===== src/hdl/rect_to_polar_convert_top_macros.svh =====
// assertion macros used by the rect to polar converter top
`ifndef RECT_TO_POLAR_CONVERT_TOP_MACROS_SVH
`define RECT_TO_POLAR_CONVERT_TOP_MACROS_SVH

`ifndef ASSERT_OFF
// property checked on every rising edge, quiet while reset is asserted
`define R2P_ASSERT(label, clk, rstn, prop) \
  label: assert property (@(posedge clk) disable iff (!rstn) (prop)) \
    else $error("r2p assertion failed");
`else
`define R2P_ASSERT(label, clk, rstn, prop)
`endif

`ifndef ASSERT_OFF
// implication checked in the same cycle
`define R2P_ASSERT_IMP(label, clk, rstn, ante, cons) \
  label: assert property (@(posedge clk) disable iff (!rstn) (ante) |-> (cons)) \
    else $error("r2p assertion failed");
`else
`define R2P_ASSERT_IMP(label, clk, rstn, ante, cons)
`endif

`endif


===== src/hdl/r2p_pkg.sv =====
// types and constants of the rect to polar converter
`default_nettype none

package r2p_pkg;

  localparam int COORD_W        = 16;
  localparam int RAD_W          = 18;
  localparam int ANG_W          = 16;
  localparam int IN_TDATA_W     = 32;
  localparam int OUT_TDATA_W    = 40;

  localparam int ITERATIONS_DEF = 16;
  localparam int MAX_ITER       = 24;
  localparam int SQRT_STEPS     = 18;

  localparam int ANG_FRAC       = 20;
  localparam int CW             = 38;  // cordic x/y datapath width
  localparam int ZW             = 24;  // angle accumulator width
  localparam int SQ_W           = 36;  // squared radius width

  localparam int PI_FINE        = 3294199;
  localparam int PI_Q13         = 25736;
  localparam int HALF_PI_Q13    = 12868;
  localparam int RAD_MAX        = 185364;

  // arctangent of 2^-i in units of 2^-20 rad
  localparam logic [22:0] ATAN_FINE [MAX_ITER] = '{
    23'd823550, 23'd486170, 23'd256879, 23'd130396, 23'd65451, 23'd32757,
    23'd16383,  23'd8192,   23'd4096,   23'd2048,   23'd1024,  23'd512,
    23'd256,    23'd128,    23'd64,     23'd32,     23'd16,    23'd8,
    23'd4,      23'd2,      23'd1,      23'd0,      23'd0,     23'd0
  };

  // one item moving down the cell row
  typedef struct packed {
    logic                 vld;
    logic                 y_zero;
    logic                 x_zero;
    logic                 x_neg;
    logic                 y_pos;
    logic signed [CW-1:0] cx;
    logic signed [CW-1:0] cy;
    logic signed [ZW-1:0] z;
    logic [SQ_W-1:0]      rem;
    logic [SQ_W-1:0]      root;
  } r2p_data_t;

endpackage

`default_nettype wire


===== src/hdl/r2p_prep.sv =====
// input stages: squares, sum of squares and cordic start vector
`default_nettype none

module r2p_prep (
  input  wire logic                         clk,
  input  wire logic                         rst_n,
  input  wire logic                         en,
  input  wire logic                         vld_i,
  input  wire logic [r2p_pkg::COORD_W-1:0]  x_i,
  input  wire logic [r2p_pkg::COORD_W-1:0]  y_i,
  output r2p_pkg::r2p_data_t                d_o
);
  import r2p_pkg::*;

  // stage one
  logic                     vld1_r, vld1_nxt;
  logic [COORD_W-1:0]       x1_r, y1_r;
  logic [2*COORD_W-2:0]     xx1_r, yy1_r, xx1_nxt, yy1_nxt;
  logic signed [2*COORD_W-1:0] xp, yp;

  // stage two
  r2p_data_t                d2_r, d2_nxt;

  logic [2*COORD_W-1:0]     sum_sq;
  logic signed [COORD_W:0]  xa, ya;
  logic                     x_neg, y_pos;

  always_comb begin
    xp       = $signed(x_i) * $signed(x_i);
    yp       = $signed(y_i) * $signed(y_i);
    xx1_nxt  = xp[2*COORD_W-2:0];
    yy1_nxt  = yp[2*COORD_W-2:0];
    vld1_nxt = vld_i;
  end

  always_comb begin
    x_neg  = x1_r[COORD_W-1];
    y_pos  = !y1_r[COORD_W-1] && (y1_r != '0);
    sum_sq = {1'b0, xx1_r} + {1'b0, yy1_r};
    // left half plane: turn by pi first
    xa     = x_neg ? -$signed({x1_r[COORD_W-1], x1_r}) : $signed({x1_r[COORD_W-1], x1_r});
    ya     = x_neg ? -$signed({y1_r[COORD_W-1], y1_r}) : $signed({y1_r[COORD_W-1], y1_r});

    d2_nxt        = '0;
    d2_nxt.vld    = vld1_r;
    d2_nxt.y_zero = (y1_r == '0);
    d2_nxt.x_zero = (x1_r == '0);
    d2_nxt.x_neg  = x_neg;
    d2_nxt.y_pos  = y_pos;
    d2_nxt.cx     = CW'(xa) <<< ANG_FRAC;
    d2_nxt.cy     = CW'(ya) <<< ANG_FRAC;
    if (x_neg) begin
      d2_nxt.z = y_pos ? ZW'(PI_FINE) : -ZW'(PI_FINE);
    end else begin
      d2_nxt.z = '0;
    end
    d2_nxt.rem    = {sum_sq, 4'b0000};
    d2_nxt.root   = '0;
  end

  always_ff @(posedge clk) begin
    if (!rst_n) begin
      vld1_r <= 1'b0;
    end else if (en) begin
      vld1_r <= vld1_nxt;
    end
  end

  always_ff @(posedge clk) begin
    if (en) begin
      x1_r  <= x_i;
      y1_r  <= y_i;
      xx1_r <= xx1_nxt;
      yy1_r <= yy1_nxt;
    end
  end

  always_ff @(posedge clk) begin
    if (!rst_n) begin
      d2_r.vld <= 1'b0;
    end else if (en) begin
      d2_r.vld <= d2_nxt.vld;
    end
  end

  always_ff @(posedge clk) begin
    if (en) begin
      d2_r.y_zero <= d2_nxt.y_zero;
      d2_r.x_zero <= d2_nxt.x_zero;
      d2_r.x_neg  <= d2_nxt.x_neg;
      d2_r.y_pos  <= d2_nxt.y_pos;
      d2_r.cx     <= d2_nxt.cx;
      d2_r.cy     <= d2_nxt.cy;
      d2_r.z      <= d2_nxt.z;
      d2_r.rem    <= d2_nxt.rem;
      d2_r.root   <= d2_nxt.root;
    end
  end

  assign d_o = d2_r;

endmodule

`default_nettype wire


===== config.mk =====
export PLATFORM = sky130hd
export DESIGN_NAME = r2p_prep
export DESIGN_NICKNAME = d
export VERILOG_FILES = /design/src/hdl/rect_to_polar_convert_top_macros.svh /design/src/hdl/r2p_pkg.sv /design/src/hdl/r2p_prep.sv
export SDC_FILE = /design/constraint.sdc
export NUM_CORES = 1
export LEC_CHECK = 0
export ABC_CLOCK_PERIOD_IN_PS = 6300
export BUFFER_PORTS_ARGS = -buffer_cell sky130_fd_sc_hd__buf_2
export CORE_AREA = 5 5 257 259
export DETAILED_ROUTE_END_ITERATION = 10
export DIE_AREA = 0 0 262 264
export PLACE_DENSITY = 0.59
export SYNTH_ARGS = -nofsm -noshare
export SYNTH_HDL_FRONTEND = slang
export SYNTH_SLANG_ARGS = --single-unit

===== constraint.sdc =====
create_clock -name clk -period 6.3 [get_ports clk]
set_input_delay 0.315 -clock clk [delete_from_list [all_inputs] [get_ports clk]]
set_output_delay 0.315 -clock clk [all_outputs]
set_load 0.03 [all_outputs]

==> results.sh <==
export IMPL_first_pass_iters=5
export IMPL_ys_warn_count=0
export IMPL_slew_viol_final=0
export IMPL_ys_async_sr_fraction_pct=0
export IMPL_grt_pass1_vias=18434
export IMPL_ys_ff_latch=165
export IMPL_fin_crit_sh_pct=92.9
export IMPL_drc=0
export IMPL_htreeDepth=4
export IMPL_setup_viol=0
export IMPL_clockBufferDepth=2
export IMPL_wirelength_mm=53.9
export IMPL_hold_path_class="in2reg"
export IMPL_cts_hold_buf=0
export IMPL_cap_violations=0
export IMPL_cts_root_buf="clkbuf_16"
export IMPL_grt_max_degree=90
export IMPL_ys_seq_area_share_pct=19.6
export IMPL_yosysMostFrequentCell="inv_1"
export IMPL_yosys_top_cells_count="660 x inv_1, 459 x fa_1, 204 x ha_1"
export IMPL_clk_pin_slew_ns=0.07
export IMPL_io_pins=213
export IMPL_area_delta_synth_final_pct=9.11
export IMPL_num_fill_cells=6141
export IMPL_cts_buffers=17
export IMPL_crit_type="in2reg"
export IMPL_grt_pass1_wl_mm=91.2
export IMPL_synth_top_flop_cell="edfxtp_1"
export IMPL_nets=3347
export IMPL_clock_sinks=165
export IMPL_worst_setup_path_end_kind="flop"
export IMPL_finalHoldViolCount=0
export IMPL_cp_max_fo=5
export IMPL_worstPathArrival_ns=6.05
export IMPL_netlist_area_um2=25100
export IMPL_synth_enable_flop_cells=163
export IMPL_clock_skew_ns=0.0116
export IMPL_yosys_area_top_type="fa_1"
export IMPL_fp_dieArea_um2=69200
export IMPL_vias=16637
export IMPL_hpwl_mm=46.6
export IMPL_viasPerCell=4.73
export IMPL_clk_latency_ns=0.45
export IMPL_cts_resized=0
export IMPL_drive_gt1_share_pct=10.1
export IMPL_grt_overflow=0
export IMPL_status="completed"
export IMPL_final_setup_tns_ns=0
export IMPL_grt_setup_unrepaired="false"
export IMPL_postCtsSetupBuffers=0
export IMPL_place_gp_congestion=0.877
export IMPL_dieWidth_um=262
export IMPL_antenna_found_initial=0
export IMPL_cp_required_ns=6.50
export IMPL_worst_slew_pin_slew_ns=1.00
export IMPL_num_rows=93
export IMPL_syn_inst=2488
export IMPL_synth_top_area_share_pct=36.6
export IMPL_port_buffers=132
export IMPL_ys_types=69
export IMPL_start_util_pct=39.5
export IMPL_synth_area_top_cells="fa_1 37%, edfxtp_1 19%, ha_1 10%, inv_1 9.9%, xnor2_1 3.7%"
export IMPL_core_um2=63600
export IMPL_die_h_um=264
export IMPL_synth_area_per_cell_um2=10.1
export IMPL_cts_tree="built"
export IMPL_min_period_ns=5.85
export IMPL_fmax_ghz=0.171
export IMPL_n_antenna_cell=0
export IMPL_relSlewSlack_pct=33.0
export IMPL_startpoint_type="input port"
export IMPL_initialDrtViolationCount=764
export IMPL_detail_route_antenna_nets=0
export IMPL_wl_per_cell_um=15.3
export IMPL_grt_use_total_pct=16.3
kinds of logic (layout without fill, tap and decap cells):
logic type	after synthesis	in the layout	synth area share, %
AOI/OAI and AO/OA	227	227	6.10
xor gates and xnor gates	134	134	4.67
adders and majority gates	663	663	46.7
buffers and inverters	819	912	13.8
DFF	165	165	19.6
muxes	4	4	0.169
other	1	81	0.0149
and+or+nand+nor	475	475	8.89
worst max-delay path: stages:
cell,delay [ns]
buf_2,0.15
clkinv_1,0.27
nor2_1,0.25
ha_1,0.29
xor2_1,0.19
fa_1,0.55
fa_1,0.53
inv_1,0.06
fa_1,0.48
fa_1,0.49
inv_1,0.05
fa_1,0.47
inv_1,0.04
ha_1,0.32
nand2_1,0.14
nor2_1,0.06
a221o_1,0.35
a311oi_2,0.39
nand3_1,0.16
a31o_1,0.24
a21oi_1,0.16
xnor2_1,0.09
cells in the final DEF, fill, tap and decap left out, types with 18 or more instances in the layout:
cell type,count
o21ai_0,33
a21oi_1,61
nand2_1,181
edfxtp_1,163
xnor2_1,105
nor2_1,114
o21bai_1,18
and2_1,63
buf_4,80
xor2_1,29
nor2b_1,21
fa_1,459
buf_2,131
inv_1,660
nand3_1,24
a21o_1,32
conb_1,81
ha_1,204
layer usage:
| layer | global-route usage (%) | up-vias | share of wire (%) |
|---|---|---|---|
| li1 | - | 7722 | - |
| met1 | 20.8 | 8474 | 41 |
| met2 | 29.0 | 369 | 52 |
| met3 | 2.55 | 72 | 5.7 |
| met4 | 4.24 | 0 | 2.1 |
| met5 | 0 | - | 0 |
sequential cells by signal, summed over array words and instances (netlist names):
| name | cells |
|---|---|
| d_o | 74 |
| y1_r | 16 |
| yy1_r | 29 |
| vld1_r | 1 |
| x1_r | 16 |
| xx1_r | 29 |
per-stage QoR:
| step | utilization (%) | area, um2 | hold WS [ns] | setup slack, ns | cells |
|---|---|---|---|---|---|
| after floorplan | - | 25400 | 0.414 | 0.0469 | 2568 |
| after global placement | 42.2 | 26800 | 0.496 | 0.0964 | 3484 |
| after detailed placement | 42.2 | 26800 | 0.519 | 0.00354 | 3484 |
| after CTS | 43.1 | 27400 | 0.0659 | 0.462 | 3516 |
| after global routing | 43.1 | 27400 | 0.0763 | 0.149 | 3516 |
| final | 43.1 | 27400 | 0.0857 | 0.448 | 3516 |
path summary, 6_finish.rpt:
check           start        end  slack, ns  cells after the start
max reg2reg  xx1_r[3]    d_o[71]       3.25                      9
min reg2reg  d_o[176]   d_o[176]       0.53                      2
max           y_i[13]  yy1_r[25]       0.45                     22
min           x_i[12]   x1_r[12]       0.09                      1
cell type report:
cell class,instances,area (um2),area share [%]
well taps,855,1070,3.90
multi-input cells,1584,17000,62.1
flip-flops and latches,165,4930,18.0
inverters,666,2500,9.12
repair buffers,214,1310,4.77
clock buffers,18,429,1.57
clock inverters,14,144,0.525
Power is left out: the tool's default activity adds up to more than one toggle a clock period on the data nets, which glitch-free logic cannot reach.
