$ cat src/hdl/rect_to_polar_convert_top_macros.svh
// assertion macros used by the rect to polar converter top
`ifndef RECT_TO_POLAR_CONVERT_TOP_MACROS_SVH
`define RECT_TO_POLAR_CONVERT_TOP_MACROS_SVH

`ifndef ASSERT_OFF
// property checked on every rising edge, quiet while reset is asserted
`define R2P_ASSERT(label, clk, rstn, prop) \
  label: assert property (@(posedge clk) disable iff (!rstn) (prop)) \
    else $error("r2p assertion failed");
`else
`define R2P_ASSERT(label, clk, rstn, prop)
`endif

`ifndef ASSERT_OFF
// implication checked in the same cycle
`define R2P_ASSERT_IMP(label, clk, rstn, ante, cons) \
  label: assert property (@(posedge clk) disable iff (!rstn) (ante) |-> (cons)) \
    else $error("r2p assertion failed");
`else
`define R2P_ASSERT_IMP(label, clk, rstn, ante, cons)
`endif

`endif

$ cat src/hdl/r2p_pkg.sv
// types and constants of the rect to polar converter
`default_nettype none

package r2p_pkg;

  localparam int COORD_W        = 16;
  localparam int RAD_W          = 18;
  localparam int ANG_W          = 16;
  localparam int IN_TDATA_W     = 32;
  localparam int OUT_TDATA_W    = 40;

  localparam int ITERATIONS_DEF = 16;
  localparam int MAX_ITER       = 24;
  localparam int SQRT_STEPS     = 18;

  localparam int ANG_FRAC       = 20;
  localparam int CW             = 38;  // cordic x/y datapath width
  localparam int ZW             = 24;  // angle accumulator width
  localparam int SQ_W           = 36;  // squared radius width

  localparam int PI_FINE        = 3294199;
  localparam int PI_Q13         = 25736;
  localparam int HALF_PI_Q13    = 12868;
  localparam int RAD_MAX        = 185364;

  // arctangent of 2^-i in units of 2^-20 rad
  localparam logic [22:0] ATAN_FINE [MAX_ITER] = '{
    23'd823550, 23'd486170, 23'd256879, 23'd130396, 23'd65451, 23'd32757,
    23'd16383,  23'd8192,   23'd4096,   23'd2048,   23'd1024,  23'd512,
    23'd256,    23'd128,    23'd64,     23'd32,     23'd16,    23'd8,
    23'd4,      23'd2,      23'd1,      23'd0,      23'd0,     23'd0
  };

  // one item moving down the cell row
  typedef struct packed {
    logic                 vld;
    logic                 y_zero;
    logic                 x_zero;
    logic                 x_neg;
    logic                 y_pos;
    logic signed [CW-1:0] cx;
    logic signed [CW-1:0] cy;
    logic signed [ZW-1:0] z;
    logic [SQ_W-1:0]      rem;
    logic [SQ_W-1:0]      root;
  } r2p_data_t;

endpackage

`default_nettype wire

$ cat src/hdl/r2p_cell.sv
// one cell: micro-rotation and/or root bit by index, then a register
`default_nettype none

module r2p_cell #(
  parameter int IDX        = 0,
  parameter int ITERATIONS = r2p_pkg::ITERATIONS_DEF
) (
  input  wire logic          clk,
  input  wire logic          rst_n,
  input  wire logic          en,
  input  r2p_pkg::r2p_data_t d_i,
  output r2p_pkg::r2p_data_t d_o
);
  import r2p_pkg::*;

  localparam int AIDX = (IDX < MAX_ITER) ? IDX : 0;
  localparam int K    = (IDX < SQRT_STEPS) ? (SQRT_STEPS - 1 - IDX) : 0;
  localparam logic [SQ_W-1:0] SQ_BIT = SQ_W'(1) << (2 * K);

  r2p_data_t            d_r, d_nxt;
  logic signed [CW-1:0] cx_nxt, cy_nxt;
  logic signed [ZW-1:0] z_nxt;
  logic [SQ_W-1:0]      rem_nxt, root_nxt;

  generate
    if (IDX < ITERATIONS) begin : g_rot
      logic signed [CW-1:0] cx_in, cy_in, dx, dy;
      logic signed [ZW-1:0] z_in, da;
      always_comb begin
        cx_in = d_i.cx;
        cy_in = d_i.cy;
        z_in  = d_i.z;
        dx    = cy_in >>> IDX;
        dy    = cx_in >>> IDX;
        da    = $signed(ZW'(ATAN_FINE[AIDX]));
        // residual y at or above zero rotates clockwise
        if (!cy_in[CW-1]) begin
          cx_nxt = cx_in + dx;
          cy_nxt = cy_in - dy;
          z_nxt  = z_in + da;
        end else begin
          cx_nxt = cx_in - dx;
          cy_nxt = cy_in + dy;
          z_nxt  = z_in - da;
        end
      end
    end else begin : g_rot_pass
      always_comb begin
        cx_nxt = d_i.cx;
        cy_nxt = d_i.cy;
        z_nxt  = d_i.z;
      end
    end

    if (IDX < SQRT_STEPS) begin : g_root
      logic [SQ_W:0] trial;
      always_comb begin
        trial = {1'b0, d_i.root} + {1'b0, SQ_BIT};
        if ({1'b0, d_i.rem} >= trial) begin
          rem_nxt  = d_i.rem - trial[SQ_W-1:0];
          root_nxt = (d_i.root >> 1) + SQ_BIT;
        end else begin
          rem_nxt  = d_i.rem;
          root_nxt = d_i.root >> 1;
        end
      end
    end else begin : g_root_pass
      always_comb begin
        rem_nxt  = d_i.rem;
        root_nxt = d_i.root;
      end
    end
  endgenerate

  always_comb begin
    d_nxt      = d_i;
    d_nxt.cx   = cx_nxt;
    d_nxt.cy   = cy_nxt;
    d_nxt.z    = z_nxt;
    d_nxt.rem  = rem_nxt;
    d_nxt.root = root_nxt;
  end

  always_ff @(posedge clk) begin
    if (!rst_n) begin
      d_r.vld <= 1'b0;
    end else if (en) begin
      d_r.vld <= d_nxt.vld;
    end
  end

  always_ff @(posedge clk) begin
    if (en) begin
      d_r.y_zero <= d_nxt.y_zero;
      d_r.x_zero <= d_nxt.x_zero;
      d_r.x_neg  <= d_nxt.x_neg;
      d_r.y_pos  <= d_nxt.y_pos;
      d_r.cx     <= d_nxt.cx;
      d_r.cy     <= d_nxt.cy;
      d_r.z      <= d_nxt.z;
      d_r.rem    <= d_nxt.rem;
      d_r.root   <= d_nxt.root;
    end
  end

  assign d_o = d_r;

endmodule

`default_nettype wire

$ cat config.mk
export PLATFORM = sky130hd
export DESIGN_NAME = r2p_cell
export DESIGN_NICKNAME = d
export VERILOG_FILES = /design/src/hdl/rect_to_polar_convert_top_macros.svh /design/src/hdl/r2p_pkg.sv /design/src/hdl/r2p_cell.sv
export SDC_FILE = /design/constraint.sdc
export NUM_CORES = 1
export LEC_CHECK = 0
export ABC_AREA = 1
export BUFFER_PORTS_ARGS = -buffer_cell sky130_fd_sc_hd__buf_2
export CAP_MARGIN = 0
export CELL_PAD_IN_SITES_DETAIL_PLACEMENT = 1
export CELL_PAD_IN_SITES_GLOBAL_PLACEMENT = 1
export CORE_MARGIN = 5
export CORE_UTILIZATION = 43
export CTS_CLUSTER_DIAMETER = 200
export CTS_CLUSTER_SIZE = 28
export DETAILED_ROUTE_END_ITERATION = 6
export PLACE_DENSITY_LB_ADDON = 0.1
export SYNTH_ARGS = -nofsm -noshare
export SYNTH_HDL_FRONTEND = slang
export SYNTH_SLANG_ARGS = --single-unit
$ cat constraint.sdc
create_clock -name clk -period 4.58 [get_ports clk]
set_input_delay 0.687 -clock clk [delete_from_list [all_inputs] [get_ports clk]]
set_output_delay 0.687 -clock clk [all_outputs]
set_load 0.01 [all_outputs]
==> flow_metrics.py <==
metrics = {
    "final_layout": {
        "drive_gt1_share_pct": 14.2,
        "instances_no_fill": 3573,
        "area.growth.synth_to_final_pct": 15.2,
        "final_area_um2": 20800,
        "max_ffs_per_register": 176,
        "nNetsFinal": 3374,
        "n_fill_cell": 5706,
    },
    "critical_path": {
        "crit-reg2reg-launch": "d_o[176]",
        "reg2reg_to": "d_o[176]",
        "ff2ff_setup_slack_ps": 3900,
        "path_common_cell": "nand2_1",
        "critPathMaxStageDelay_ps": 530,
        "cp_slowest_cell": "ha_1",
        "crit_chain": "buf_2, inv_1, ha_1, nand2_1, nor2_1, nand2_1, nor2_1, nand2_1, o21ai_1, nor2_1, nand2_1, nand2_1, nand3_1, nand2_1",
        "crit_buf_inv": 2,
        "setup.worst_path.start": "d_i[126]",
        "timing.critical_path.to_type": "flop",
        "setup.worst_path.end": "d_o[167]",
        "worstSetupPathDepth": 14,
        "critical_path.startpoint_type": "primary input",
        "worst_r2r_path_depth": 2,
        "worst-setup-path-type": "primary input to flop",
        "critPathTopFamily": "simple AND/OR/NAND/NOR gates",
        "critPathRequiredTime_ps": 4830,
        "worstPathArrival_ps": 3330,
        "worst-path-max-fanout": 8,
    },
    "timing": {
        "max_freq_ghz": 0.324,
        "report.final.setup_viol": 0,
        "finalClockSkew_ps": 0,
        "final.period_utilization_pct": 67.3,
        "setup_repair_after_global_routing_missed_its_margin": "no",
        "rel_slew_slack_pct": 34.0,
        "worstMarginPinSlew_ps": 991,
        "worst_hold_margin_ps": 355,
        "fin_tns_setup_ps": 0,
        "timing_hold_violations_final": 0,
        "finalWorstPathRequiredPeriod_ps": 3080,
        "timing.final.max_slew_violations": 0,
    },
    "power_and_ir_drop": {
        "static-leakage-power_nw": 10.7,
        "p_seq_share_pct": 35.0,
        "power-per-cell-area_nw_per_um2": 292,
        "power.net_switching_mw": 2.49,
        "netSwitchingFraction_pct": 41.1,
        "p_int_mw": 3.57,
        "max-vdd-ir-drop_mv": 0.306,
        "comb_power_share_pct": 39.6,
        "clock_power_share_pct": 25.3,
    },
    "drt": {
        "vias_per_cell": 5.55,
        "ant_nets": 0,
        "num_vias": 19839,
        "totalWireLength_mm": 76.8,
        "drc": 0,
        "wl_per_cell_um": 21.5,
        "initialDrtViolationCount": 1164,
        "first_pass_iters": 6,
    },
    "cts": {
        "ctsResizeCount": 0,
        "clock-root-buffer": "clkbuf_16",
        "cts.sink_count": 176,
        "post-cts-setup-buffer-count": 0,
        "clk_latency_worst_skew_pair_ps": 500,
        "cts_max_level": 4,
        "number_of_buffers_added_by_the_clock_tree_synthesis_step": 17,
        "cts.clk_slew.worst_paths_ps": 80,
        "tritoncts_clock_tree": "done",
        "hold_fix_buffers_cts": 0,
        "clk_path_buf_depth": 2,
    },
    "yosys": {
        "synthDominantCellAreaShare_pct": 29.1,
        "synthCells": 2700,
        "synth-seq-area-share_pct": 29.2,
        "ys_top_cells_by_area": "edfxtp_1 (29%), nand2_1 (17%), ha_1 (12%)",
        "dominant_combinational_cell_family_by_area_after_synthesis": "simple AND/OR/NAND/NOR gates",
        "postSynthRegisterBits": 176,
        "ys_top_cells_by_count": "nand2_1 (807), inv_1 (407), nor2_1 (256)",
        "synth_compound_area_share_pct": 12.9,
        "synth_area_um2": 18000,
        "post_synthesis_share_of_cell_area_spent_on_xor_and_xnor_gates_pct": 3.49,
        "yosys.area_share.adder_pct": 12.3,
        "synthesis.yosys.warnings": 0,
        "yosysMostFrequentCell": "nand2_1",
        "asyncSetResetFlopFracSynth_pct": 0,
        "synth_mux_area_share_pct": 0.111,
        "netlist-cell-type-count": 46,
        "postSynthNetCount": 3054,
        "synth_simple_gate_area_share_pct": 31.4,
        "yosys_most_used_dff": "edfxtp_1",
        "synth_area_leader_cell": "edfxtp_1",
        "synth_edf_count": 175,
        "syn_avg_cell_area_um2": 6.68,
    },
    "floorplan": {
        "placement_rows": 75,
        "ioPinCount": 357,
        "vertical_die_dimension_um": 215,
        "width_of_the_chip_um": 215,
        "initial_standard_cell_utilization_of_the_core_pct": 43.2,
        "core_area_um2": 41800,
        "die-area_um2": 46200,
    },
    "global_routing": {
        "grt_antenna_before_repair": 2,
        "grt_first_pass_wirelength_mm": 117,
        "overflow": 0,
        "first_global_vias": 20953,
        "gr-usage-all-layers_pct": 32.1,
        "grt_max_degree": 91,
    },
    "placement": {
        "gpl.final_weighted_congestion": 0.993,
        "portBuffers": 356,
        "placed_cell_area_um2": 20200,
        "dp_hpwl_mm": 64.6,
        "number_of_cells_in_the_design_after_placement": 3540,
    },
    "run": {
        "drv_cap": 0,
    },
    "outcome": {
        "run_status": "finished, final reports clean",
    },
    "worst_hold_path": {
        "worstHoldPathType": "primary input to flop",
    },
}
[cell families (layout without fill, tap and decap cells)]
| kind of cell | Yosys count | after routing |
|---|---|---|
| mux | 2 | 2 |
| flops | 176 | 176 |
| buf+inv | 470 | 803 |
| compound gates | 429 | 429 |
| fa+ha+maj | 174 | 174 |
| other cells | 0 | 1 |
| xor+xnor | 72 | 72 |
| simple gates | 1377 | 1377 |
[final cells by class]
| class | instances | area [um2] | share of cell area [%] |
|---|---|---|---|
| Sequential cell | 176 | 5280 | 25.4 |
| Clock buffer | 18 | 429 | 2.06 |
| Multi-Input combinational cell | 2054 | 10900 | 52.3 |
| Clock inverter | 14 | 156 | 0.752 |
| Timing Repair Buffer | 361 | 1840 | 8.85 |
| Antenna cell | 1 | 2.50 | 0.0120 |
| Inverter | 410 | 1540 | 7.40 |
| Tap cell | 539 | 674 | 3.24 |
[metal layers]
metal  track usage [%]  wire, um
met1              38.5     32000
met2              56.4     36900
met3              4.64      4080
met4              15.7      3830
met5                 0         0
[worst min-delay path by stage]
stage	startpoint	end	depth (start not counted)
2_1_floorplan	d_o[176]	d_o[176]	2
3_3_place_gp	d_o[176]	d_o[176]	2
3_5_place_dp	d_o[176]	d_o[176]	2
4_1_cts	d_i[72]	d_o[72]	1
5_1_grt	d_i[72]	d_o[72]	1
6_report	d_i[72]	d_o[72]	1
[cell usage in the layout, fill, tap and decap left out, types with 22 or more instances in the layout]
cell type / count
nand2_1: 807
inv_1: 406
buf_2: 355
nor2_1: 256
nand3_1: 229
a21oi_1: 196
edfxtp_1: 175
ha_1: 169
o21ai_0: 146
xor2_1: 63
nor3_1: 22
[per-stage QoR]
step           power, mW  util (%)  setup slack (ps)
2_1_floorplan       3.57         -              1300
3_3_place_gp        4.44      48.4              1140
3_5_place_dp        4.52      48.4              1060
4_1_cts             6.07      49.8              1600
5_1_grt             6.38      49.8              1410
6_report            6.06      49.8              1500
[power by group through the flow]
stage | clock network (mW) | logic, mW | registers, mW
floorplan | 0 | 1.31 | 2.26
global placement | 0 | 2.30 | 2.15
detailed placement | 0 | 2.36 | 2.16
CTS | 1.56 | 2.38 | 2.13
global route | 1.63 | 2.61 | 2.14
finish | 1.53 | 2.40 | 2.13
Power figures use the tool's default switching activity.
