`src/hdl/rect_to_polar_convert_top_macros.svh`:
```
// assertion macros used by the rect to polar converter top
`ifndef RECT_TO_POLAR_CONVERT_TOP_MACROS_SVH
`define RECT_TO_POLAR_CONVERT_TOP_MACROS_SVH

`ifndef ASSERT_OFF
// property checked on every rising edge, quiet while reset is asserted
`define R2P_ASSERT(label, clk, rstn, prop) \
  label: assert property (@(posedge clk) disable iff (!rstn) (prop)) \
    else $error("r2p assertion failed");
`else
`define R2P_ASSERT(label, clk, rstn, prop)
`endif

`ifndef ASSERT_OFF
// implication checked in the same cycle
`define R2P_ASSERT_IMP(label, clk, rstn, ante, cons) \
  label: assert property (@(posedge clk) disable iff (!rstn) (ante) |-> (cons)) \
    else $error("r2p assertion failed");
`else
`define R2P_ASSERT_IMP(label, clk, rstn, ante, cons)
`endif

`endif

```
`src/hdl/r2p_pkg.sv`:
```
// types and constants of the rect to polar converter
`default_nettype none

package r2p_pkg;

  localparam int COORD_W        = 16;
  localparam int RAD_W          = 18;
  localparam int ANG_W          = 16;
  localparam int IN_TDATA_W     = 32;
  localparam int OUT_TDATA_W    = 40;

  localparam int ITERATIONS_DEF = 16;
  localparam int MAX_ITER       = 24;
  localparam int SQRT_STEPS     = 18;

  localparam int ANG_FRAC       = 20;
  localparam int CW             = 38;  // cordic x/y datapath width
  localparam int ZW             = 24;  // angle accumulator width
  localparam int SQ_W           = 36;  // squared radius width

  localparam int PI_FINE        = 3294199;
  localparam int PI_Q13         = 25736;
  localparam int HALF_PI_Q13    = 12868;
  localparam int RAD_MAX        = 185364;

  // arctangent of 2^-i in units of 2^-20 rad
  localparam logic [22:0] ATAN_FINE [MAX_ITER] = '{
    23'd823550, 23'd486170, 23'd256879, 23'd130396, 23'd65451, 23'd32757,
    23'd16383,  23'd8192,   23'd4096,   23'd2048,   23'd1024,  23'd512,
    23'd256,    23'd128,    23'd64,     23'd32,     23'd16,    23'd8,
    23'd4,      23'd2,      23'd1,      23'd0,      23'd0,     23'd0
  };

  // one item moving down the cell row
  typedef struct packed {
    logic                 vld;
    logic                 y_zero;
    logic                 x_zero;
    logic                 x_neg;
    logic                 y_pos;
    logic signed [CW-1:0] cx;
    logic signed [CW-1:0] cy;
    logic signed [ZW-1:0] z;
    logic [SQ_W-1:0]      rem;
    logic [SQ_W-1:0]      root;
  } r2p_data_t;

endpackage

`default_nettype wire

```
`src/hdl/r2p_final.sv`:
```
// output stage: radius rounding, angle rounding and clamp, axis cases
`default_nettype none

module r2p_final (
  input  wire logic                       clk,
  input  wire logic                       rst_n,
  input  wire logic                       en,
  input  r2p_pkg::r2p_data_t              d_i,
  output logic                            vld_o,
  output logic [r2p_pkg::RAD_W-1:0]       radius_o,
  output logic [r2p_pkg::ANG_W-1:0]       angle_o
);
  import r2p_pkg::*;

  logic                  vld_r, vld_nxt;
  logic [RAD_W-1:0]      radius_r, radius_nxt;
  logic [ANG_W-1:0]      angle_r, angle_nxt;
  logic signed [ZW:0]    z_rnd, q;

  always_comb begin
    vld_nxt    = d_i.vld;
    // halves round up
    radius_nxt = d_i.root[RAD_W-1:0] + RAD_W'(d_i.rem > d_i.root);

    z_rnd = $signed({d_i.z[ZW-1], d_i.z}) + $signed((ZW+1)'(64));
    q     = z_rnd >>> (ANG_FRAC - 13);
    if (q > $signed((ZW+1)'(PI_Q13))) begin
      q = $signed((ZW+1)'(PI_Q13));
    end else if (q < -$signed((ZW+1)'(PI_Q13))) begin
      q = -$signed((ZW+1)'(PI_Q13));
    end

    if (d_i.y_zero) begin
      angle_nxt = d_i.x_neg ? ANG_W'(PI_Q13) : '0;
    end else if (d_i.x_zero) begin
      angle_nxt = d_i.y_pos ? ANG_W'(HALF_PI_Q13) : -ANG_W'(HALF_PI_Q13);
    end else begin
      angle_nxt = q[ANG_W-1:0];
    end
  end

  always_ff @(posedge clk) begin
    if (!rst_n) begin
      vld_r <= 1'b0;
    end else if (en) begin
      vld_r <= vld_nxt;
    end
  end

  always_ff @(posedge clk) begin
    if (en) begin
      radius_r <= radius_nxt;
      angle_r  <= angle_nxt;
    end
  end

  assign vld_o    = vld_r;
  assign radius_o = radius_r;
  assign angle_o  = angle_r;

endmodule

`default_nettype wire

```
`config.mk`:
```
export PLATFORM = sky130hd
export DESIGN_NAME = r2p_final
export DESIGN_NICKNAME = d
export VERILOG_FILES = /design/src/hdl/rect_to_polar_convert_top_macros.svh /design/src/hdl/r2p_pkg.sv /design/src/hdl/r2p_final.sv
export SDC_FILE = /design/constraint.sdc
export NUM_CORES = 1
export LEC_CHECK = 0
export ABC_CLOCK_PERIOD_IN_PS = 5950
export BUFFER_PORTS_ARGS = -buffer_cell sky130_fd_sc_hd__buf_2
export CAP_MARGIN = 20
export CORE_MARGIN = 1.5
export CORE_UTILIZATION = 45
export DETAILED_ROUTE_END_ITERATION = 6
export GPL_ROUTABILITY_DRIVEN = 0
export GPL_TIMING_DRIVEN = 1
export PLACE_DENSITY_LB_ADDON = 0.15
export SYNTH_ARGS = -nofsm -noshare
export SYNTH_HDL_FRONTEND = slang
export SYNTH_SLANG_ARGS = --single-unit
```
`constraint.sdc`:
```
create_clock -name clk -period 5.95 [get_ports clk]
set_input_delay 0.595 -clock clk [delete_from_list [all_inputs] [get_ports clk]]
set_output_delay 0.595 -clock clk [all_outputs]
set_load 0.02 [all_outputs]
```
==> results of run 1 <==
## cell usage after synthesis (4+ instances only)
master	n
sky130_fd_sc_hd__clkbuf_1	4
sky130_fd_sc_hd__nand3_1	18
sky130_fd_sc_hd__ha_1	39
sky130_fd_sc_hd__a21oi_1	16
sky130_fd_sc_hd__nand2_1	25
sky130_fd_sc_hd__o21ai_0	7
sky130_fd_sc_hd__and3_1	4
sky130_fd_sc_hd__nand4_1	14
sky130_fd_sc_hd__xnor2_1	24
sky130_fd_sc_hd__buf_2	6
sky130_fd_sc_hd__o21a_1	7
sky130_fd_sc_hd__a221oi_1	4
sky130_fd_sc_hd__nor4_1	5
sky130_fd_sc_hd__xor2_1	4
sky130_fd_sc_hd__inv_1	42
sky130_fd_sc_hd__a21o_1	13
sky130_fd_sc_hd__edfxtp_1	34
sky130_fd_sc_hd__and2_1	4
sky130_fd_sc_hd__nor2_1	20
sky130_fd_sc_hd__nor3_1	9
## kinds of logic after synthesis
kind of cell               count (synthesis)  synth area share [%]
DFF                                       35                  31.0
and+or+nand+nor                          120                  20.1
muxes                                      3                  1.04
buffers and inverters                     56                  6.93
adders and majority gates                 39                  14.5
AOI/OAI and AO/OA                         83                  19.1
xor gates and xnor gates                  28                  7.30
## area by class of cell
cell class              instances  area, um^2  share of cell area, %
multi-input cells             273        2090                   50.0
flip-flops and latches         35        1040                   24.9
repair buffers                132         661                   15.8
inverters                      42         158                   3.78
well taps                      99         124                   2.97
clock buffers                   7        96.3                   2.31
clock inverters                 1        7.51                  0.180
## worst max-delay path by stage
stage,end,slack [ns],cells past startpoint
final,radius_o[16],2.76,15
after global routing,radius_o[16],2.55,15
after CTS,radius_o[16],2.79,15
after detailed placement,radius_o[16],2.50,15
after global placement,radius_o[16],2.54,15
after floorplan,radius_o[16],2.87,15
## metal layers
layer | up-vias | share of wire [%] | GRT usage [%]
met5 | - | 0 | 0
met4 | 0 | 0.87 | 4.48
met3 | 6 | 5.2 | 2.77
met2 | 98 | 44 | 29.2
met1 | 1396 | 50 | 29.3
li1 | 1608 | - | -
## power by group
group / switching, uW / total (uW) / internal [uW]
clock network: 82.5 / 188 / 105
logic: 130 / 224 / 94.0
registers: 4.82 / 301 / 296
total: 217 / 712 / 495
## sequential cells by signal, indices dropped and copies added, names as in the netlist
register and count:
vld_o 1, radius_o 18, angle_o 16
## through the flow
| stage | worst slack, ns | area [um^2] | hold WS, ns | power [uW] |
|---|---|---|---|---|
| floorplan | 2.87 | 3360 | 0.589 | 444 |
| global placement | 2.54 | 4070 | 0.494 | 524 |
| detailed placement | 2.50 | 4070 | 0.508 | 530 |
| CTS | 2.79 | 4170 | 0.525 | 717 |
| global route | 2.55 | 4170 | 0.546 | 754 |
| finish | 2.76 | 4170 | 0.517 | 712 |
## critical path, delay by kind of cell
family          cells  cell delay (ns)
compound gates      6             1.17
fa+ha+maj           3             0.86
simple gates        3             0.26
buf+inv             2             0.20
xor+xnor            1             0.12
==> results.cfg, run 1 <==
[outcome]
status = completed

[logic_synthesis]
async_reset_ff_share_pct = 0
syn-mean-instance-area_um2 = 9.23
yosysUniqueCellTypes = 67
synth_nets = 583
ys.warnings.count = 0
post-synth-top-area-fraction_pct = 30.4
post-synth-top-area-cell = sky130_fd_sc_hd__edfxtp_1
synth_cells = 364
total_standard_cell_area_after_synthesis_um2 = 3360
postSynth.topFlopCell = sky130_fd_sc_hd__edfxtp_1
synth_top_cells_by_area = sky130_fd_sc_hd__edfxtp_1 30%, sky130_fd_sc_hd__ha_1 15%, sky130_fd_sc_hd__xnor2_1 6.3%, sky130_fd_sc_hd__inv_1 4.7%, sky130_fd_sc_hd__a21o_1 2.9%
synth_edf_count = 34
synth.ff_latch_count = 35
sequential_cell_area_fraction_in_the_yosys_report_pct = 31.0

[sta]
tightestPinTransition_ns = 0.758
timing.final.crit_period_ns = 3.19
timing.final.setup_violations = 0
finClkSkew_ns = 0
grt_setup_unrepaired = false
clock.fmax_ghz = 0.314
timing_hold_violations_final = 0
final_min_period_over_clock_period_pct = 53.6
slew_violations = 0
max_slew_margin_pct = 49.5
final.setup.tns_ns = 0

[global_route]
via_count_of_the_first_global_routing_pass = 2658
number_of_antenna_violations_at_the_first_check_in_global_routing = 0
grt_pass1_wl_um = 12200
largest_net_degree_at_the_start_of_global_routing = 36
gr-usage-all-layers_pct = 19.4
grt_overflow = 0

[finish]
layout.filler_cells = 718
areaGrowthSynthToFinish_pct = 24.2
fin_nets = 708
fin_util_pct = 57.5
most_common_library_cell_in_the_layout_ignoring_fill_and_taps = sky130_fd_sc_hd__buf_2
layout-drive-gt1-share_pct = 33.3
final_cell_mix = 132 x sky130_fd_sc_hd__buf_2, 42 x sky130_fd_sc_hd__inv_1, 39 x sky130_fd_sc_hd__ha_1
fin_cells = 589
diodes = 0

[critical_path]
worst-r2r-setup-slack_ns = 5.37
crit_path_end_kind = flop
cp.arrival_ns = 3.22
critical-path-top-cell-by-count = sky130_fd_sc_hd__ha_1
critPathRequiredTime_ns = 5.98
start_kind = input pin
critical_path_class = input pin to flop
critical_path.max_fanout = 7
rr_startpoint = vld_o
crit_chain = buf_2, inv_1, ha_1, a21o_1, a21oi_1, nor2b_1, o21ai_0, a211oi_1, a2111oi_0, a31oi_1, ha_1, ha_1, nand2_1, nor2_1, xnor2_1
rr_worst_depth = 2
worst_r2r_endpoint = vld_o
worst_path_largest_cell_delay_ns = 0.42
crit_start = d_i[13]
critical-path-slowest-cell = sky130_fd_sc_hd__a2111oi_0

[floorplan]
floorplan.die_area_um2 = 7990
starting_density_of_the_core_pct = 46.3
ios = 215
die_w_um = 89.4
floorplan.die.height_um = 89.4
fp.coreArea_um2 = 7250
rows = 31

[detailed_routing]
wl_um = 7960
vias_per_cell = 5.28
drc = 0
first_iter_violations = 106
drt_pre_antenna_iters = 5
routed-via-count = 3108
wl_per_cell_um = 13.5
postRouteAntennaNets = 0

[clock_network]
cts_setup_buffers = 0
clock_sink_count = 35
max_clock_buf_depth = 2
cts.htree.levels = 2
cts.reportedPaths.clkPinSlew_ns = 0.07
tritoncts = yes
count_of_instances_resized_after_the_clock_tree_is_built = 0
cts.root.buffer_cell = sky130_fd_sc_hd__clkbuf_8
cts_made_buffers = 5
cts_hold_repair.buffers = 0
clk_lat_worst_skew_ns = 0.27

[place]
placed_cells_incl_taps = 581
hpwl_um = 6690
placement.io_buffers = 132

[power]
power.density_nw_per_um2 = 171
peakVddDrop_mv = 0.0916
leakage_power_uw = 0.00196

[hold_path]
hold_path_depth = 2
worst_hold_startpoint = vld_o
worstHoldEndpoint = vld_o
hold_path_class = flop to flop

[flow_run]
timing.max_cap.violations = 0
(Power assumes the default switching activity.)
==> inputs of run 2 (changes only) <==
ABC_CLOCK_PERIOD_IN_PS = 2900   (was 5950)
CORE_UTILIZATION = 39   (was 45)
clock period = 2.9 ns   (was 5.95 ns; I/O delays follow)
==> run 2 against run 1 <==
Against the previous run: critical path depth is the same; non-clock buffer count grew 15; clock-buffer cell count is the same; cell count grew 3.6%; routed wire length grew 6.5%; core utilization shrank 6.0 points; largest cell class unchanged.
==> results.cfg, run 2 (same netlist as run 1, synthesis figures left out) <==
[floorplan]
rows = 33
fp.coreArea_um2 = 8300
floorplan.die_area_um2 = 9180
ios = 215
floorplan.die.height_um = 95.8
starting_density_of_the_core_pct = 40.5
die_w_um = 95.8

[finish]
fin_cells = 610
areaGrowthSynthToFinish_pct = 27.2
layout-drive-gt1-share_pct = 35.0
fin_nets = 723
most_common_library_cell_in_the_layout_ignoring_fill_and_taps = sky130_fd_sc_hd__buf_2
diodes = 0
final_cell_mix = 132 x sky130_fd_sc_hd__buf_2, 42 x sky130_fd_sc_hd__inv_1, 38 x sky130_fd_sc_hd__ha_1
largest_reg_flops = 18

[clock_network]
cts.root.buffer_cell = sky130_fd_sc_hd__clkbuf_8
cts.reportedPaths.clkPinSlew_ns = 0.06
cts_hold_repair.buffers = 0
max_clock_buf_depth = 2
clk_lat_worst_skew_ns = 0.28
cts.htree.levels = 2
tritoncts = yes
clock_sink_count = 35
cts_made_buffers = 5

[detailed_routing]
wl_per_cell_um = 13.9
wl_um = 8480
first_iter_violations = 154
vias_per_cell = 5.21
drt_pre_antenna_iters = 4
routed-via-count = 3181
drc = 0
postRouteAntennaNets = 0

[place]
dp_slack_ns = -0.160
placement.io_buffers = 132
hpwl_um = 7120
placed_cells_incl_taps = 602

[flow_run]
timing.max_cap.violations = 0

[sta]
timing.final.setup_violations = 0
max_slew_margin_pct = 48.0
timing.final.crit_period_ns = 2.69
grt_setup_unrepaired = false
timing_hold_violations_final = 0
tightestPinTransition_ns = 0.781
clock.fmax_ghz = 0.372
setup_slack_ns = 0.212
finClkSkew_ns = 0
slew_violations = 0
final_min_period_over_clock_period_pct = 92.7

[critical_path]
cp.arrival_ns = 2.71
crit_path_end_kind = flop
rr_startpoint = vld_o
critical_path.max_fanout = 5
crit_start = d_i[13]
critical_path_class = input pin to flop
start_kind = input pin
critPathRequiredTime_ns = 2.93

[global_route]
largest_net_degree_at_the_start_of_global_routing = 36
gr-usage-all-layers_pct = 18.0
grt_overflow = 0
number_of_antenna_violations_at_the_first_check_in_global_routing = 0
via_count_of_the_first_global_routing_pass = 2819
grt_pass1_wl_um = 13000

[power]
leakage_power_uw = 0.00202
power.density_nw_per_um2 = 335
peakVddDrop_mv = 0.147
total_power_uw = 1430

[outcome]
status = completed

[hold_path]
worst_hold_startpoint = rst_n
hold_path_class = input pin to flop
## run 2: critical path: stages
cell	delay, ns
sky130_fd_sc_hd__buf_2	0.08
sky130_fd_sc_hd__inv_1	0.05
sky130_fd_sc_hd__ha_1	0.30
sky130_fd_sc_hd__a21o_1	0.18
sky130_fd_sc_hd__a21oi_1	0.15
sky130_fd_sc_hd__nor2b_1	0.06
sky130_fd_sc_hd__o21ai_0	0.16
sky130_fd_sc_hd__a211oi_1	0.10
sky130_fd_sc_hd__a2111oi_1	0.39
sky130_fd_sc_hd__a31oi_1	0.16
sky130_fd_sc_hd__ha_1	0.25
sky130_fd_sc_hd__buf_4	0.17
sky130_fd_sc_hd__nand3_1	0.16
sky130_fd_sc_hd__nor4_1	0.08
sky130_fd_sc_hd__xnor2_1	0.13
## run 2: layout make-up
| type | instances | area [um^2] |
|---|---|---|
| multi-input combinational | 273 | 2090 |
| timing repair buffer | 147 | 773 |
| sequential | 35 | 1040 |
| fill | 804 | 4030 |
| inverter | 42 | 158 |
| tap | 105 | 131 |
| clock buffer | 7 | 76.3 |
| clock inverter | 1 | 5.00 |
## run 2: through the flow
stage          hold slack [ns]  util [%]  TNS [ns]  area, um^2
6_report                 0.220      51.5         0        4270
5_1_grt                  0.220      51.5         0        4270
4_1_cts                  0.222      51.5         0        4270
3_5_place_dp             0.515      50.5    -0.936        4190
3_3_place_gp             0.494      50.5     -1.18        4190
2_1_floorplan            0.402         -         0        3360
## run 2: power by group
part	internal, uW	total (uW)	switching, uW
registers	607	619	11.6
clock network	168	334	166
logic	207	479	271
## run 2: final timing paths
kind | depth (start not counted) | slack [ns] | endpoint
setup / recovery | 15 | 0.21 | radius_o[13]
hold / removal | 2 | 0.22 | vld_o
setup reg to reg | 2 | 2.31 | vld_o
hold reg to reg | 2 | 0.52 | vld_o
## run 2: repair_timing
action                                  4_1_cts  5_1_grt
endpoints found under the setup margin        0        3
endpoints found under the hold margin         0        0
gates resized for setup                       0        2
buffers inserted                              0        0
## run 2: layer usage
| layer | vias to the layer above | routed length [um] | GRT usage, % |
|---|---|---|---|
| li1 | 1629 | - | - |
| met4 | 0 | 95 | 4.17 |
| met3 | 9 | 607 | 3.48 |
| met5 | - | 0 | 0 |
| met2 | 106 | 3810 | 28.2 |
| met1 | 1437 | 3970 | 25.4 |
